==> src/dssa_pkg.sv <==
// Shared types and constants for the daily sensor statistics accumulator.
// No dependencies; used by daily_sensor_stats_accumulator.
`default_nettype none

package dssa_pkg;

    localparam int COUNT_WIDTH_DEF = 16;
    localparam int TEMP_WIDTH_DEF = 8;
    localparam int LOAD_WIDTH = 7;
    localparam int DAY_WIDTH = 16;
    localparam int NUM_RESULTS = 7;

    localparam logic [LOAD_WIDTH-1:0] IDLE_LIMIT_RESET = 7'd15;

    typedef logic [15:0] count_out_t;

    typedef enum logic [1:0] {
        ST_IDLE,
        ST_ACCUM,
        ST_DIVIDE,
        ST_EMIT
    } state_t;

    typedef enum logic [2:0] {
        OP_CPU_TEMP,
        OP_GPU_TEMP,
        OP_CPU_LOAD,
        OP_GPU_LOAD,
        OP_RAM,
        OP_CPU_IDLE,
        OP_GPU_IDLE
    } div_op_t;

    function automatic div_op_t next_op(input div_op_t op);
        div_op_t result;
        case (op)
            OP_CPU_TEMP: result = OP_GPU_TEMP;
            OP_GPU_TEMP: result = OP_CPU_LOAD;
            OP_CPU_LOAD: result = OP_GPU_LOAD;
            OP_GPU_LOAD: result = OP_RAM;
            OP_RAM:      result = OP_CPU_IDLE;
            OP_CPU_IDLE: result = OP_GPU_IDLE;
            default:     result = OP_CPU_TEMP;
        endcase
        return result;
    endfunction

endpackage

`default_nettype wire

==> src/daily_sensor_stats_accumulator.sv <==
// Top level of the daily sensor statistics accumulator with its shared divider.
// Depends on dssa_pkg for types, operation codes and constants.
// A sample of the open day is registered, then accumulated, before the next one can be taken.
// A day close runs seven divisions on one restoring divider, then loads the summary into the
// output register and accumulates the closing sample into the new day before the next sample
// is taken; an unaccepted previous summary delays both the load and the next sample.
// Reset closes any open day, empties the output register and sets the idle limit to 15.
`default_nettype none

module daily_sensor_stats_accumulator #(
    parameter int COUNT_WIDTH = dssa_pkg::COUNT_WIDTH_DEF,
    parameter int TEMP_WIDTH = dssa_pkg::TEMP_WIDTH_DEF
) (
    input  logic                                  clk,
    input  logic                                  rst_n,
    input  logic                                  cfg_wr_en,
    input  logic [dssa_pkg::LOAD_WIDTH-1:0]       cfg_wr_data,
    input  logic                                  in_valid,
    output logic                                  in_ready,
    input  logic [dssa_pkg::DAY_WIDTH-1:0]        day_number,
    input  logic signed [TEMP_WIDTH-1:0]          cpu_temp,
    input  logic signed [TEMP_WIDTH-1:0]          gpu_temp,
    input  logic [dssa_pkg::LOAD_WIDTH-1:0]       cpu_load,
    input  logic [dssa_pkg::LOAD_WIDTH-1:0]       gpu_load,
    input  logic [dssa_pkg::LOAD_WIDTH-1:0]       ram_use,
    output logic                                  out_valid,
    input  logic                                  out_ready,
    output logic [dssa_pkg::DAY_WIDTH-1:0]        closed_day,
    output logic [15:0]                           minutes,
    output logic signed [TEMP_WIDTH-1:0]          cpu_temp_avg,
    output logic signed [TEMP_WIDTH-1:0]          cpu_temp_peak,
    output logic signed [TEMP_WIDTH-1:0]          gpu_temp_avg,
    output logic signed [TEMP_WIDTH-1:0]          gpu_temp_peak,
    output logic [dssa_pkg::LOAD_WIDTH-1:0]       cpu_load_avg,
    output logic [dssa_pkg::LOAD_WIDTH-1:0]       gpu_load_avg,
    output logic [dssa_pkg::LOAD_WIDTH-1:0]       ram_avg,
    output logic [15:0]                           idle_minutes,
    output logic signed [TEMP_WIDTH-1:0]          cpu_idle_temp_avg,
    output logic signed [TEMP_WIDTH-1:0]          gpu_idle_temp_avg
);

    localparam int LW = dssa_pkg::LOAD_WIDTH;
    localparam int DW = dssa_pkg::DAY_WIDTH;
    localparam int SUMW = COUNT_WIDTH + TEMP_WIDTH + 1;
    localparam int MAGW = COUNT_WIDTH + TEMP_WIDTH;
    localparam int LSUMW = COUNT_WIDTH + LW;
    localparam int STEPW = $clog2(TEMP_WIDTH + 2);
    localparam logic [STEPW-1:0] STEP_LAST = STEPW'(TEMP_WIDTH + 1);

    dssa_pkg::state_t  state_reg, state_next;
    dssa_pkg::div_op_t op_reg, op_next;
    logic [STEPW-1:0]  step_reg, step_next;
    logic              close_reg, close_next;
    logic              day_open_reg, day_open_next;
    logic              out_valid_reg, out_valid_next;
    logic [LW-1:0]     limit_reg, limit_next;

    logic [DW-1:0]              s_day_reg;
    logic signed [TEMP_WIDTH-1:0] s_ct_reg, s_gt_reg;
    logic [LW-1:0]              s_cl_reg, s_gl_reg, s_ram_reg;

    logic [DW-1:0]                open_day_reg;
    logic [COUNT_WIDTH-1:0]       minute_count_reg, idle_count_reg;
    logic signed [SUMW-1:0]       cpu_sum_reg, gpu_sum_reg, cpu_idle_sum_reg, gpu_idle_sum_reg;
    logic [LSUMW-1:0]             cpu_load_sum_reg, gpu_load_sum_reg, ram_sum_reg;
    logic signed [TEMP_WIDTH-1:0] cpu_peak_reg, gpu_peak_reg;

    logic [COUNT_WIDTH-1:0] rem_reg;
    logic [TEMP_WIDTH-1:0]  quo_reg;
    logic                   neg_reg;
    logic [TEMP_WIDTH-1:0]  res_reg [dssa_pkg::NUM_RESULTS];

    logic [DW-1:0]                o_day_reg;
    logic [15:0]                  o_minutes_reg, o_idle_reg;
    logic signed [TEMP_WIDTH-1:0] o_cpu_avg_reg, o_cpu_peak_reg, o_gpu_avg_reg, o_gpu_peak_reg;
    logic signed [TEMP_WIDTH-1:0] o_cpu_idle_reg, o_gpu_idle_reg;
    logic [LW-1:0]                o_cpu_load_reg, o_gpu_load_reg, o_ram_reg;

    logic                   accept;
    logic                   out_load;
    logic                   new_day;
    logic signed [SUMW-1:0] sel_sum;
    logic signed [SUMW-1:0] abs_sum;
    logic                   sel_neg;
    logic [MAGW-1:0]        mag;
    logic [COUNT_WIDTH-1:0] divisor;
    logic [COUNT_WIDTH:0]   trial;
    logic [COUNT_WIDTH:0]   diff;
    logic                   ge;
    logic [TEMP_WIDTH-1:0]  q_res;
    logic                   no_idle;

    logic                         fresh;
    logic                         sat;
    logic                         idle_hit;
    logic [COUNT_WIDTH-1:0]       b_cnt, b_idle;
    logic signed [SUMW-1:0]       b_cpu, b_gpu, b_cpu_idle, b_gpu_idle;
    logic [LSUMW-1:0]             b_cl, b_gl, b_ram;
    logic signed [TEMP_WIDTH-1:0] b_cpu_peak, b_gpu_peak;

    // Control registers.
    always_ff @(posedge clk or negedge rst_n)
    begin
        if (!rst_n)
        begin
            state_reg     <= dssa_pkg::ST_IDLE;
            op_reg        <= dssa_pkg::OP_CPU_TEMP;
            step_reg      <= '0;
            close_reg     <= 1'b0;
            day_open_reg  <= 1'b0;
            out_valid_reg <= 1'b0;
            limit_reg     <= dssa_pkg::IDLE_LIMIT_RESET;
        end
        else
        begin
            state_reg     <= state_next;
            op_reg        <= op_next;
            step_reg      <= step_next;
            close_reg     <= close_next;
            day_open_reg  <= day_open_next;
            out_valid_reg <= out_valid_next;
            limit_reg     <= limit_next;
        end
    end

    assign new_day = day_open_reg && (day_number != open_day_reg);

    // Next state of the sequencer.
    always_comb
    begin
        state_next = state_reg;
        op_next    = op_reg;
        step_next  = step_reg;
        close_next = close_reg;
        case (state_reg)
            dssa_pkg::ST_IDLE:
            begin
                if (in_valid)
                begin
                    close_next = new_day;
                    step_next  = '0;
                    op_next    = dssa_pkg::OP_CPU_TEMP;
                    state_next = new_day ? dssa_pkg::ST_DIVIDE : dssa_pkg::ST_ACCUM;
                end
            end
            dssa_pkg::ST_DIVIDE:
            begin
                if (step_reg == STEP_LAST)
                begin
                    step_next = '0;
                    op_next   = dssa_pkg::next_op(op_reg);
                    if (op_reg == dssa_pkg::OP_GPU_IDLE)
                    begin
                        state_next = dssa_pkg::ST_EMIT;
                    end
                end
                else
                begin
                    step_next = step_reg + 1'b1;
                end
            end
            dssa_pkg::ST_EMIT:
            begin
                if (!out_valid_reg || out_ready)
                begin
                    state_next = dssa_pkg::ST_ACCUM;
                end
            end
            dssa_pkg::ST_ACCUM:
            begin
                state_next = dssa_pkg::ST_IDLE;
            end
            default:
            begin
                state_next = dssa_pkg::ST_IDLE;
            end
        endcase
    end

    // Handshake and control outputs.
    always_comb
    begin
        in_ready       = (state_reg == dssa_pkg::ST_IDLE);
        accept         = in_ready && in_valid;
        out_load       = (state_reg == dssa_pkg::ST_EMIT) && (!out_valid_reg || out_ready);
        out_valid_next = out_load || (out_valid_reg && !out_ready);
        day_open_next  = day_open_reg || (state_reg == dssa_pkg::ST_ACCUM);
        limit_next     = cfg_wr_en ? cfg_wr_data : limit_reg;
    end

    // Operand selection and one restoring step of the shared divider.
    always_comb
    begin
        case (op_reg)
            dssa_pkg::OP_CPU_TEMP: sel_sum = cpu_sum_reg;
            dssa_pkg::OP_GPU_TEMP: sel_sum = gpu_sum_reg;
            dssa_pkg::OP_CPU_LOAD: sel_sum = $signed(SUMW'(cpu_load_sum_reg));
            dssa_pkg::OP_GPU_LOAD: sel_sum = $signed(SUMW'(gpu_load_sum_reg));
            dssa_pkg::OP_RAM:      sel_sum = $signed(SUMW'(ram_sum_reg));
            dssa_pkg::OP_CPU_IDLE: sel_sum = cpu_idle_sum_reg;
            dssa_pkg::OP_GPU_IDLE: sel_sum = gpu_idle_sum_reg;
            default:               sel_sum = '0;
        endcase
        sel_neg = sel_sum[SUMW-1];
        abs_sum = sel_neg ? -sel_sum : sel_sum;
        mag     = abs_sum[MAGW-1:0];
        if ((op_reg == dssa_pkg::OP_CPU_IDLE) || (op_reg == dssa_pkg::OP_GPU_IDLE))
        begin
            divisor = idle_count_reg;
        end
        else
        begin
            divisor = minute_count_reg;
        end
        trial = {rem_reg, quo_reg[TEMP_WIDTH-1]};
        diff  = trial - {1'b0, divisor};
        ge    = (trial >= {1'b0, divisor});
        q_res = neg_reg ? -quo_reg : quo_reg;
    end

    // Base values for the accumulation step; a fresh day starts from zero.
    always_comb
    begin
        fresh      = close_reg || !day_open_reg;
        b_cnt      = fresh ? '0 : minute_count_reg;
        b_idle     = fresh ? '0 : idle_count_reg;
        b_cpu      = fresh ? '0 : cpu_sum_reg;
        b_gpu      = fresh ? '0 : gpu_sum_reg;
        b_cpu_idle = fresh ? '0 : cpu_idle_sum_reg;
        b_gpu_idle = fresh ? '0 : gpu_idle_sum_reg;
        b_cl       = fresh ? '0 : cpu_load_sum_reg;
        b_gl       = fresh ? '0 : gpu_load_sum_reg;
        b_ram      = fresh ? '0 : ram_sum_reg;
        b_cpu_peak = fresh ? '0 : cpu_peak_reg;
        b_gpu_peak = fresh ? '0 : gpu_peak_reg;
        sat        = (b_cnt == '1);
        idle_hit   = (s_cl_reg < limit_reg) && (s_gl_reg < limit_reg);
        no_idle    = (idle_count_reg == '0);
    end

    // Datapath registers.
    always_ff @(posedge clk)
    begin
        if (accept)
        begin
            s_day_reg <= day_number;
            s_ct_reg  <= cpu_temp;
            s_gt_reg  <= gpu_temp;
            s_cl_reg  <= cpu_load;
            s_gl_reg  <= gpu_load;
            s_ram_reg <= ram_use;
        end

        if (state_reg == dssa_pkg::ST_DIVIDE)
        begin
            if (step_reg == '0)
            begin
                rem_reg <= mag[MAGW-1:TEMP_WIDTH];
                quo_reg <= mag[TEMP_WIDTH-1:0];
                neg_reg <= sel_neg;
            end
            else if (step_reg == STEP_LAST)
            begin
                res_reg[op_reg] <= q_res;
            end
            else
            begin
                rem_reg <= ge ? diff[COUNT_WIDTH-1:0] : trial[COUNT_WIDTH-1:0];
                quo_reg <= {quo_reg[TEMP_WIDTH-2:0], ge};
            end
        end

        if (out_load)
        begin
            o_day_reg      <= open_day_reg;
            o_minutes_reg  <= dssa_pkg::count_out_t'(minute_count_reg);
            o_cpu_avg_reg  <= res_reg[dssa_pkg::OP_CPU_TEMP];
            o_gpu_avg_reg  <= res_reg[dssa_pkg::OP_GPU_TEMP];
            o_cpu_peak_reg <= cpu_peak_reg;
            o_gpu_peak_reg <= gpu_peak_reg;
            o_cpu_load_reg <= res_reg[dssa_pkg::OP_CPU_LOAD][LW-1:0];
            o_gpu_load_reg <= res_reg[dssa_pkg::OP_GPU_LOAD][LW-1:0];
            o_ram_reg      <= res_reg[dssa_pkg::OP_RAM][LW-1:0];
            o_idle_reg     <= dssa_pkg::count_out_t'(idle_count_reg);
            o_cpu_idle_reg <= no_idle ? '1 : res_reg[dssa_pkg::OP_CPU_IDLE];
            o_gpu_idle_reg <= no_idle ? '1 : res_reg[dssa_pkg::OP_GPU_IDLE];
        end

        if (state_reg == dssa_pkg::ST_ACCUM)
        begin
            if (fresh)
            begin
                open_day_reg <= s_day_reg;
            end
            if (!sat)
            begin
                minute_count_reg <= b_cnt + 1'b1;
                cpu_sum_reg      <= b_cpu + SUMW'(s_ct_reg);
                gpu_sum_reg      <= b_gpu + SUMW'(s_gt_reg);
                cpu_load_sum_reg <= b_cl + LSUMW'(s_cl_reg);
                gpu_load_sum_reg <= b_gl + LSUMW'(s_gl_reg);
                ram_sum_reg      <= b_ram + LSUMW'(s_ram_reg);
                cpu_peak_reg     <= (s_ct_reg > b_cpu_peak) ? s_ct_reg : b_cpu_peak;
                gpu_peak_reg     <= (s_gt_reg > b_gpu_peak) ? s_gt_reg : b_gpu_peak;
                if (idle_hit)
                begin
                    idle_count_reg   <= b_idle + 1'b1;
                    cpu_idle_sum_reg <= b_cpu_idle + SUMW'(s_ct_reg);
                    gpu_idle_sum_reg <= b_gpu_idle + SUMW'(s_gt_reg);
                end
                else
                begin
                    idle_count_reg   <= b_idle;
                    cpu_idle_sum_reg <= b_cpu_idle;
                    gpu_idle_sum_reg <= b_gpu_idle;
                end
            end
        end
    end

    assign out_valid         = out_valid_reg;
    assign closed_day        = o_day_reg;
    assign minutes           = o_minutes_reg;
    assign cpu_temp_avg      = o_cpu_avg_reg;
    assign cpu_temp_peak     = o_cpu_peak_reg;
    assign gpu_temp_avg      = o_gpu_avg_reg;
    assign gpu_temp_peak     = o_gpu_peak_reg;
    assign cpu_load_avg      = o_cpu_load_reg;
    assign gpu_load_avg      = o_gpu_load_reg;
    assign ram_avg           = o_ram_reg;
    assign idle_minutes      = o_idle_reg;
    assign cpu_idle_temp_avg = o_cpu_idle_reg;
    assign gpu_idle_temp_avg = o_gpu_idle_reg;

    // A new summary transaction is only ever loaded from the emit step.
    assert property (@(posedge clk) disable iff (!rst_n)
        $rose(out_valid_reg) |-> $past(state_reg == dssa_pkg::ST_EMIT))
    else $error("summary transaction raised outside the emit step");

    // An open day holds at least one minute and never more idle minutes than minutes.
    assert property (@(posedge clk) disable iff (!rst_n)
        day_open_reg |-> (minute_count_reg != '0) && (idle_count_reg <= minute_count_reg))
    else $error("open day counters are inconsistent");

    // The divider remainder stays below a nonzero divisor while iterating.
    assert property (@(posedge clk) disable iff (!rst_n)
        (state_reg == dssa_pkg::ST_DIVIDE) && (step_reg != '0) && (divisor != '0)
        |-> (rem_reg < divisor))
    else $error("divider remainder out of range");

endmodule

`default_nettype wire

==> config.mk <==
export PLATFORM = sky130hd
export DESIGN_NAME = daily_sensor_stats_accumulator
export DESIGN_NICKNAME = d
export VERILOG_FILES = /design/src/dssa_pkg.sv /design/src/daily_sensor_stats_accumulator.sv
export SDC_FILE = /design/constraint.sdc
export NUM_CORES = 1
export LEC_CHECK = 0
export BUFFER_PORTS_ARGS = -buffer_cell sky130_fd_sc_hd__buf_2
export CORE_AREA = 2 2 212 214
export CTS_BUF_LIST = sky130_fd_sc_hd__clkbuf_8
export DETAILED_ROUTE_END_ITERATION = 8
export DIE_AREA = 0 0 214 216
export HOLD_SLACK_MARGIN = 0.03
export PLACE_DENSITY_LB_ADDON = 0.25
export SETUP_SLACK_MARGIN = 0.2
export SYNTH_ARGS = -nofsm -noshare
export SYNTH_HDL_FRONTEND = slang
export SYNTH_SLANG_ARGS = --single-unit
==> constraint.sdc <==
create_clock -name clk -period 22 [get_ports clk]
set_clock_uncertainty 0.1 [all_clocks]
set_input_delay 5.5 -clock clk [delete_from_list [all_inputs] [get_ports clk]]
set_output_delay 5.5 -clock clk [all_outputs]
set_load 0.01 [all_outputs]
# Yosys cells after proc, flatten, opt, wreduce, memory -nomap -nowiden
# Memories as Yosys holds them, arrays and structs flattened. A register that Yosys moved wholly into a read port is not among the register bits.
# Index checks and enable logic that the tools add are counted.
# word_totals
inputBits	65
ram_bits	56
mem_count	1
regBits	394
output_inout_bits	119
wordCells	138
# op_classes
add_sub_neg	13
n_lt_le_gt_ge	5
muxes	42
n_reduce_logical	26
bitwise	1
eq_ne	17
# mem_list
name	depth	width	rd	rd_ports_with_merged_regs	write_ports	line	source
res_reg	7	8	7	7	1	daily_sensor_stats_accumulator.sv:71	logic [TEMP_WIDTH-1:0] res_reg [dssa_pkg::NUM_RESULTS];
# ops
op	n
$pmux W25 S7	1
$mux W25	6
$mux W16	7
$add A25 B8 Y25	4
$add A23 B7 Y23	3
$mux W23	3
$mux W8	7
$add A16 B1 Y16 const B	2
$mux W24	1
$neg A24 Y24	1
$pmux W3 S6	1
$ge A17 B16 Y1	1
$eq A16 B16 Y1 const B	1
$gt A8 B8 Y1	2
$logic_not A16 Y1	1
$ne A16 B16 Y1	1
$sub A16 B16 Y16	1
$lt A7 B7 Y1	2
$reduce_and A2 Y1	6
$mux W2	5
$eq A3 B3 Y1 const B	3
$mux W4	2
$ne A2 B2 Y1 const B	4
$neg A8 Y8	1
22 further kinds	38

# Longest topological paths before layout
# Gate-level depths: netlist of run 1.
# logic_depth
depth_word	7
ltp_mapped	19
depth_no_buf	14

# Least setup slack after synthesis of run 1
# No wires, ideal clock.
# synth_path
path_kind	register -> register
start	reg day_open_reg
end	reg cpu_idle_sum_reg[0], enable pin
period_less_slack_ps	14061
t_arrival_ps	13038
path_stages_with_launch	7
setup_time_ps	923
setup_slack_ps	7939
n_path_buf	4
t_required_ps	20977
path_cell_list	dfrtp_1 > nor2b_1 > clkbuf_1 > clkbuf_1 > clkbuf_1 > clkbuf_1 > a31oi_1
# synth_between
elab_chain_len	6
# synth_rtl
element	line	source
from (decl)	daily_sensor_stats_accumulator.sv:54	logic day_open_reg, day_open_next;
from (signal assigned)	daily_sensor_stats_accumulator.sv:120	day_open_reg <= day_open_next;
$logic_not A1 Y1	daily_sensor_stats_accumulator.sv:224	fresh = close_reg || !day_open_reg;
$logic_or A1 B1 Y1	daily_sensor_stats_accumulator.sv:224	
$mux W16	daily_sensor_stats_accumulator.sv:225	b_cnt = fresh ? '0 : minute_count_reg;
$eq A16 B16 Y1	daily_sensor_stats_accumulator.sv:236	sat = (b_cnt == '1);
$not A1 Y1 (no line)	--	
$reduce_and A2 Y1 (no line)	--	
to (signal assigned)	daily_sensor_stats_accumulator.sv:308	cpu_idle_sum_reg <= b_cpu_idle + SUMW'(s_ct_reg);
to (signal assigned)	daily_sensor_stats_accumulator.sv:314	cpu_idle_sum_reg <= b_cpu_idle;
to (decl)	daily_sensor_stats_accumulator.sv:64	logic signed [SUMW-1:0] cpu_sum_reg, gpu_sum_reg, cpu_idle_sum_reg, gpu_idle_sum_reg;
# Every way passes these cells.
# A chain may end at the register's enable or synchronous reset.

# Final worst setup path of run 1
# layout_path
start	in out_ready
end	reg o_minutes_reg[12] (netlist: minutes[12]), enable pin
# layout_between
elab_chain_len	2
# layout_rtl
element	line	source
from (decl)	daily_sensor_stats_accumulator.sv:27	input logic out_ready,
$logic_or A1 B1 Y1	daily_sensor_stats_accumulator.sv:185	out_load = (state_reg == dssa_pkg::ST_EMIT) && (!out_valid_reg || out_ready);
$logic_and A1 B1 Y1	daily_sensor_stats_accumulator.sv:185	
net out_load	daily_sensor_stats_accumulator.sv:80	logic out_load;
to (signal assigned)	daily_sensor_stats_accumulator.sv:276	o_minutes_reg <= dssa_pkg::count_out_t'(minute_count_reg);
to (decl)	daily_sensor_stats_accumulator.sv:74	logic [15:0] o_minutes_reg, o_idle_reg;
# The timed path passes the listed nets, and every way through them passes these cells.

==> flow_summary.json, run 1 <==
{
  "synth-xor-area-share_pct": 6.090,
  "first_pass_iters": 6,
  "final_cells": 3334,
  "cts_max_path_buffers": 3,
  "cts_tree": "yes",
  "period_share_pct": 34.13,
  "synth_mux_area_share_pct": 4.540,
  "clock-root-buffer": "clkbuf_8",
  "max_freq_ghz": 0.1332,
  "fillers": 3062,
  "finalHoldViolCount": 0,
  "seq_power_share_pct": 36.2,
  "multi_input_area_sq_um": 12770,
  "finalSetupViolCount": 0,
  "synth_common_cells": "edfxtp_1, nand2_1, ha_1",
  "combPwrFrac_pct": 41.5,
  "cp_top_family": "simple AND/OR/NAND/NOR gates",
  "slew_viol_final": 0,
  "cts_made_buffers": 83,
  "grt_usage_pct": 29.10,
  "hold_class": "register to register",
  "internal-power_mw": 2.184,
  "seq_area_sq_um": 14930,
  "yosysMostFrequentCell": "edfxtp_1",
  "critPathSlowestCell": "nor2b_4",
  "synth_fa_ha_area_share_pct": 7.985,
  "die_w_microns": 214,
  "hold_path_depth": 0,
  "timing.rr.start": "op_reg[0]$_DFFE_PN0P_",
  "num_vias": 20400,
  "rsz0062_at_grt": "false",
  "cp.arrival_ns": 7.68,
  "drcViolationCount": 0,
  "yosysWarningCount": 0,
  "cts_resized": 0,
  "crit_required_ns": 22.17,
  "via_per_inst": 6.119,
  "leakage_nw": 12.49,
  "num-nets-final": 2920,
  "die_y_microns": 216,
  "fin_tns_setup_ns": 0,
  "startpoint_type": "input pin",
  "swShare_pct": 37.75,
  "synth-seq-cells": 500,
  "boundaryPins": 184,
  "first_iter_violations": 1724,
  "cp_max_fo": 81,
  "cellPowerDensity_nw_per_um2": 111.6,
  "post-cts-setup-buffer-count": 0,
  "grt_antenna_before_repair": 1,
  "r2r-end": "rem_reg[13]$_DFFE_PP_",
  "drt_wl_total_mm": 67.28,
  "io_buffer_count": 183,
  "synth_nets": 2707,
  "irDropWorstVdd_mv": 0.07757,
  "min_from": "res_reg[1][7]$_DFFE_PP_",
  "avgSynthCellArea_sq_um": 11.49,
  "critPathBufInv": 2,
  "synth_top_area_cell": "edfxtp_1",
  "p_sw_mw": 1.324,
  "grt_max_degree": 82,
  "start_util_pct": 64.63,
  "hold_ws_ns": 0.3153,
  "maxCapViolations": 0,
  "fp.dieArea_sq_um": 46220,
  "synth_edf_count": 481,
  "synth_top_family_by_area": "simple AND/OR/NAND/NOR gates",
  "tightest_slew_ns": 1.287,
  "ant_nets": 0,
  "dp_hpwl_mm": 47.48,
  "core_sq_um": 43840,
  "synth_area_sq_um": 28330,
  "cp_cell_sequence": "buf_2 -> nand2b_1 -> nor2b_4 -> buf_4",
  "synth_cell_types": 78,
  "grt_pass1_wl_mm": 106.7,
  "dp.cells": 3186,
  "grt_pass1_vias": 20140,
  "clkPwrFrac_pct": 22.2,
  "outcome": "finished clean",
  "synth_top_area_share_pct": 50.98,
  "wire_per_inst_microns": 20.18,
  "num_rows": 77,
  "hold-path-endpoint": "gpu_temp_avg[7]$_DFFE_PP_",
  "cts.sinks": 500,
  "ys.flop_type": "edfxtp_1",
  "synthArstFlopShare_pct": 3.800,
  "yosysSeqAreaShare_pct": 52.68,
  "cts_htree_levels": 3,
  "place_congestion": 0.9541,
  "reg2reg_setup_slack_ns": 16.69,
  "synth_compound_area_share_pct": 12.49,
  "synth_simple_gate_area_share_pct": 13.74,
  "insertion_delay_ns": 0.70,
  "synth_area_leaders": "edfxtp_1, ha_1, xnor2_1",
  "cpPeakStageDelay_ns": 0.98,
  "clk_pin_slew_ns": 0.05,
  "layout-drive-gt1-share_pct": 13.35,
  "overflow": 0,
  "largest_reg_flops": 53,
  "postCtsHoldBufs": 0,
  "syn_inst": 2466,
  "reg2reg_depth": 15,
  "path_class": "input pin to register",
  "worst_setup_path_end_kind": "register",
  "slew-limit-headroom_pct": 13.55,
  "fin_crit_ns": 7.508,
  "syn_to_final_growth_pct": 10.96
}
==> how the worst max path moves through the flow <==
stage | endpoint | slack [ns] | from | cells past startpoint
floorplan | cpu_idle_sum_reg[0]$_DFFE_PP_ | 7.94 | day_open_reg$_DFF_PN0_ | 6
global placement | idle_minutes[1]$_DFFE_PP_ | 14.02 | out_ready | 4
detailed placement | minutes[13]$_DFFE_PP_ | 13.86 | out_ready | 4
CTS | minutes[2]$_DFFE_PP_ | 14.52 | out_ready | 4
global route | minutes[10]$_DFFE_PP_ | 14.31 | out_ready | 4
finish | minutes[12]$_DFFE_PP_ | 14.49 | out_ready | 4
==> logic make-up (layout without fill, tap and decap cells) <==
logic type      after synthesis  after routing
xor+xnor                    197            197
fa+ha+maj                   176            176
compound gates              541            541
other cells                   0              1
simple gates                766            766
mux                         112            112
flops                       500            500
buf+inv                     174            449
==> power by group through the flow <==
stage               Clock [mW]  Combinational (mW)  Sequential, mW
global route             0.832                1.60            1.28
finish                   0.779                1.46            1.27
CTS                      0.792                1.44            1.27
floorplan                    0                1.08            1.29
detailed placement           0                1.43            1.29
global placement             0                1.37            1.28
==> area by class of cell <==
cell class                      count  share of cell area, %
Antenna cell                        1               0.007961
Clock buffer                       85                  3.722
Clock inverter                     62                  1.190
Inverter                           96                  1.146
Multi-Input combinational cell   1792                  40.63
Sequential cell                   500                  47.48
Tap cell                          592                  2.356
Timing Repair Buffer              206                  3.463
==> cells in the final DEF, fill, tap and decap left out, drive strengths merged, types with 82 or more instances in the layout <==
cell / instances
nor2: 150
ha: 168
xnor2: 111
a21oi: 127
edfxtp: 481
inv: 132
clkbuf: 85
buf: 206
o21ai: 138
and2: 132
mux2i: 82
nand2: 203
xor2: 86
==> per-layer routing <==
metal / share of wire (%) / global-route usage, % / vias up
met1: 41 / 37.84 / 9884
met3: 6.9 / 4.158 / 136
met5: 0 / 0 / -
met4: 3.3 / 12.21 / 0
li1: - / - / 9595
met2: 49 / 49.23 / 785
==> stage by stage <==
stage | util, % | area [sq um] | total power [mW] | setup slack [ns]
detailed placement | 68.18 | 29890 | 2.718 | 13.86
finish | 71.71 | 31440 | 3.508 | 14.49
floorplan | - | 28330 | 2.367 | 7.939
CTS | 71.71 | 31430 | 3.502 | 14.52
global route | 71.71 | 31440 | 3.713 | 14.31
global placement | 68.18 | 29890 | 2.651 | 14.02
(Power assumes the default switching activity.)
==> run 2, diff against run 1 <==
- CORE_AREA: 2 2 212 214 -> 2 2 216 218
- DIE_AREA: 0 0 214 216 -> 0 0 218 220
- clock period: 22 -> 7.25 ns (I/O delays scaled with it)
==> run 2 against run 1 <==
  * Cell count rose by 0.57%
  * Worst hold slack got worse by 0.00090 ns
  * Non-clock buffer count rose by 4
  * Global-route usage fell by 0.18 points
  * Clock power rose to 3.1 times the previous value
  * Final area rose by 0.26%
  * Power rose to 3.0 times the previous value
  * Combinational power rose to 3.0 times the previous value
  * Via count fell by 0.45%
  * Sequential power rose to 3.1 times the previous value
  * Count of clock-buffer cells in the layout fell by 1
  * Highest routed layer unchanged
==> flow_summary.json, run 2 (synthesized netlist as in run 1, its figures left out) <==
{
  "slew_viol_final": 0,
  "finalHoldViolCount": 0,
  "cpPeakStageDelay_ns": 0.89,
  "first_iter_violations": 1800,
  "syn_to_final_growth_pct": 11.25,
  "grt_pass1_wl_mm": 108.1,
  "tightest_slew_ns": 1.199,
  "slew-limit-headroom_pct": 19.41,
  "die_w_microns": 218,
  "boundaryPins": 184,
  "cellPowerDensity_nw_per_um2": 336.5,
  "core_sq_um": 45860,
  "cts.sinks": 500,
  "cts_resized": 0,
  "insertion_delay_ns": 0.69,
  "critPathSlowestCell": "o21ai_2",
  "pre_cts_slack_ns": 2.315,
  "leakage_nw": 12.47,
  "postCtsHoldBufs": 0,
  "num_rows": 79,
  "cts_made_buffers": 83,
  "cts_htree_levels": 3,
  "largest_reg_flops": 53,
  "cp_max_fo": 26,
  "overflow": 0,
  "fin_crit_ns": 4.963,
  "worst_setup_path_end_kind": "register",
  "num-nets-final": 2924,
  "via_per_inst": 6.057,
  "cts_tree": "yes",
  "crit_cells": 15,
  "max_freq_ghz": 0.2015,
  "cp_top_family": "compound AO/OA/AOI/OAI gates",
  "ant_nets": 0,
  "io_buffer_count": 183,
  "clock-root-buffer": "clkbuf_8",
  "setup_slack_ns": 2.287,
  "die_y_microns": 220,
  "rsz0062_at_grt": "false",
  "cp.arrival_ns": 5.22,
  "grt_antenna_before_repair": 1,
  "dp_hpwl_mm": 49.05,
  "outcome": "finished clean",
  "finalSetupViolCount": 0,
  "grt_max_degree": 137,
  "period_share_pct": 68.46,
  "first_pass_iters": 5,
  "path_class": "register to register",
  "hold_path_depth": 0,
  "drt_wl_total_mm": 68.14,
  "fillers": 3328,
  "post-cts-setup-buffer-count": 0,
  "grt_usage_pct": 28.92,
  "irDropWorstVdd_mv": 0.2098,
  "crit_required_ns": 7.51,
  "layout_common_cells": "edfxtp_1, nand2_1, buf_2, ha_1, nor2_1",
  "clk_pin_slew_ns": 0.07,
  "n_antenna_cell": 0,
  "drcViolationCount": 0,
  "critPathBufInv": 3,
  "hold_class": "register to register",
  "grt_pass1_vias": 20130,
  "num_vias": 20310,
  "fp.dieArea_sq_um": 47960,
  "power_mw": 10.61,
  "reg2reg_depth": 15,
  "layout_commonest_cell": "edfxtp_1",
  "post-route-util_pct": 68.72,
  "fin_tns_setup_ns": 0,
  "layout-drive-gt1-share_pct": 13.77,
  "cts_max_path_buffers": 3,
  "start_util_pct": 61.77,
  "maxCapViolations": 0,
  "reg2reg_setup_slack_ns": 2.29,
  "place_congestion": 0.9512,
  "wire_per_inst_microns": 20.32,
  "cp_cell_sequence": "nor2b_1 -> buf_4 -> o21ai_2 -> mux2_2 -> inv_1 -> ha_1 -> nor2b_1 -> o211ai_1 -> a21oi_1 -> o21ai_0 -> a21o_1 -> a21oi_2 -> buf_4 -> mux2i_1 -> o21ai_0",
  "startpoint_type": "register"
}
run 2: changes by cell type in the layout (fill, tap and decap cells not counted), sizes merged:
cell,delta
clkinv,+15
inv,-15
buf,+4
clkinvlp,+2
clkbuf,-1
diode,-1
run 2: layout make-up:
class	count	area (sq um)	share of cell area [%]
clock inverters	64	399.1	1.266
multi-input cells	1792	12770	40.52
inverters	96	360.3	1.143
well taps	607	759.5	2.410
flip-flops and latches	500	14930	47.36
clock buffers	84	1156	3.668
repair buffers	210	1144	3.628
run 2: per-stage QoR:
stage                     instances  hold slack, ns  instance area (sq um)
after global placement         3205          0.3017                  29960
after detailed placement       3205          0.3045                  29960
final                          3353          0.3144                  31520
after floorplan                2466          0.3003                  28350
after global routing           3353          0.3228                  31520
after CTS                      3353          0.3131                  31520
run 2: final timing paths:
path                                    startpoint                         to
min in group asynchronous                    rst_n     day_open_reg$_DFF_PN0_
hold / removal             res_reg[1][5]$_DFFE_PP_  gpu_temp_avg[5]$_DFFE_PP_
hold reg to reg            res_reg[1][5]$_DFFE_PP_  gpu_temp_avg[5]$_DFFE_PP_
setup reg to reg             op_reg[0]$_DFFE_PN0P_       rem_reg[3]$_DFFE_PP_
max in group asynchronous                    rst_n   limit_reg[0]$_DFFE_PN1P_
setup / recovery             op_reg[0]$_DFFE_PN0P_       rem_reg[3]$_DFFE_PP_
run 2: metal layers:
metal	track usage (%)	part of all wire, %	wire (microns)
met3	4.776	7.1	4845
met2	50.01	49	33670
met5	0	0	0
met4	9.683	2.7	1808
met1	37.11	41	27810
run 2: power breakdown:
group          switching, mW  internal, mW
clock network           1.18          1.20
logic                   2.60          1.73
registers              0.199          3.70
total                   3.98          6.63
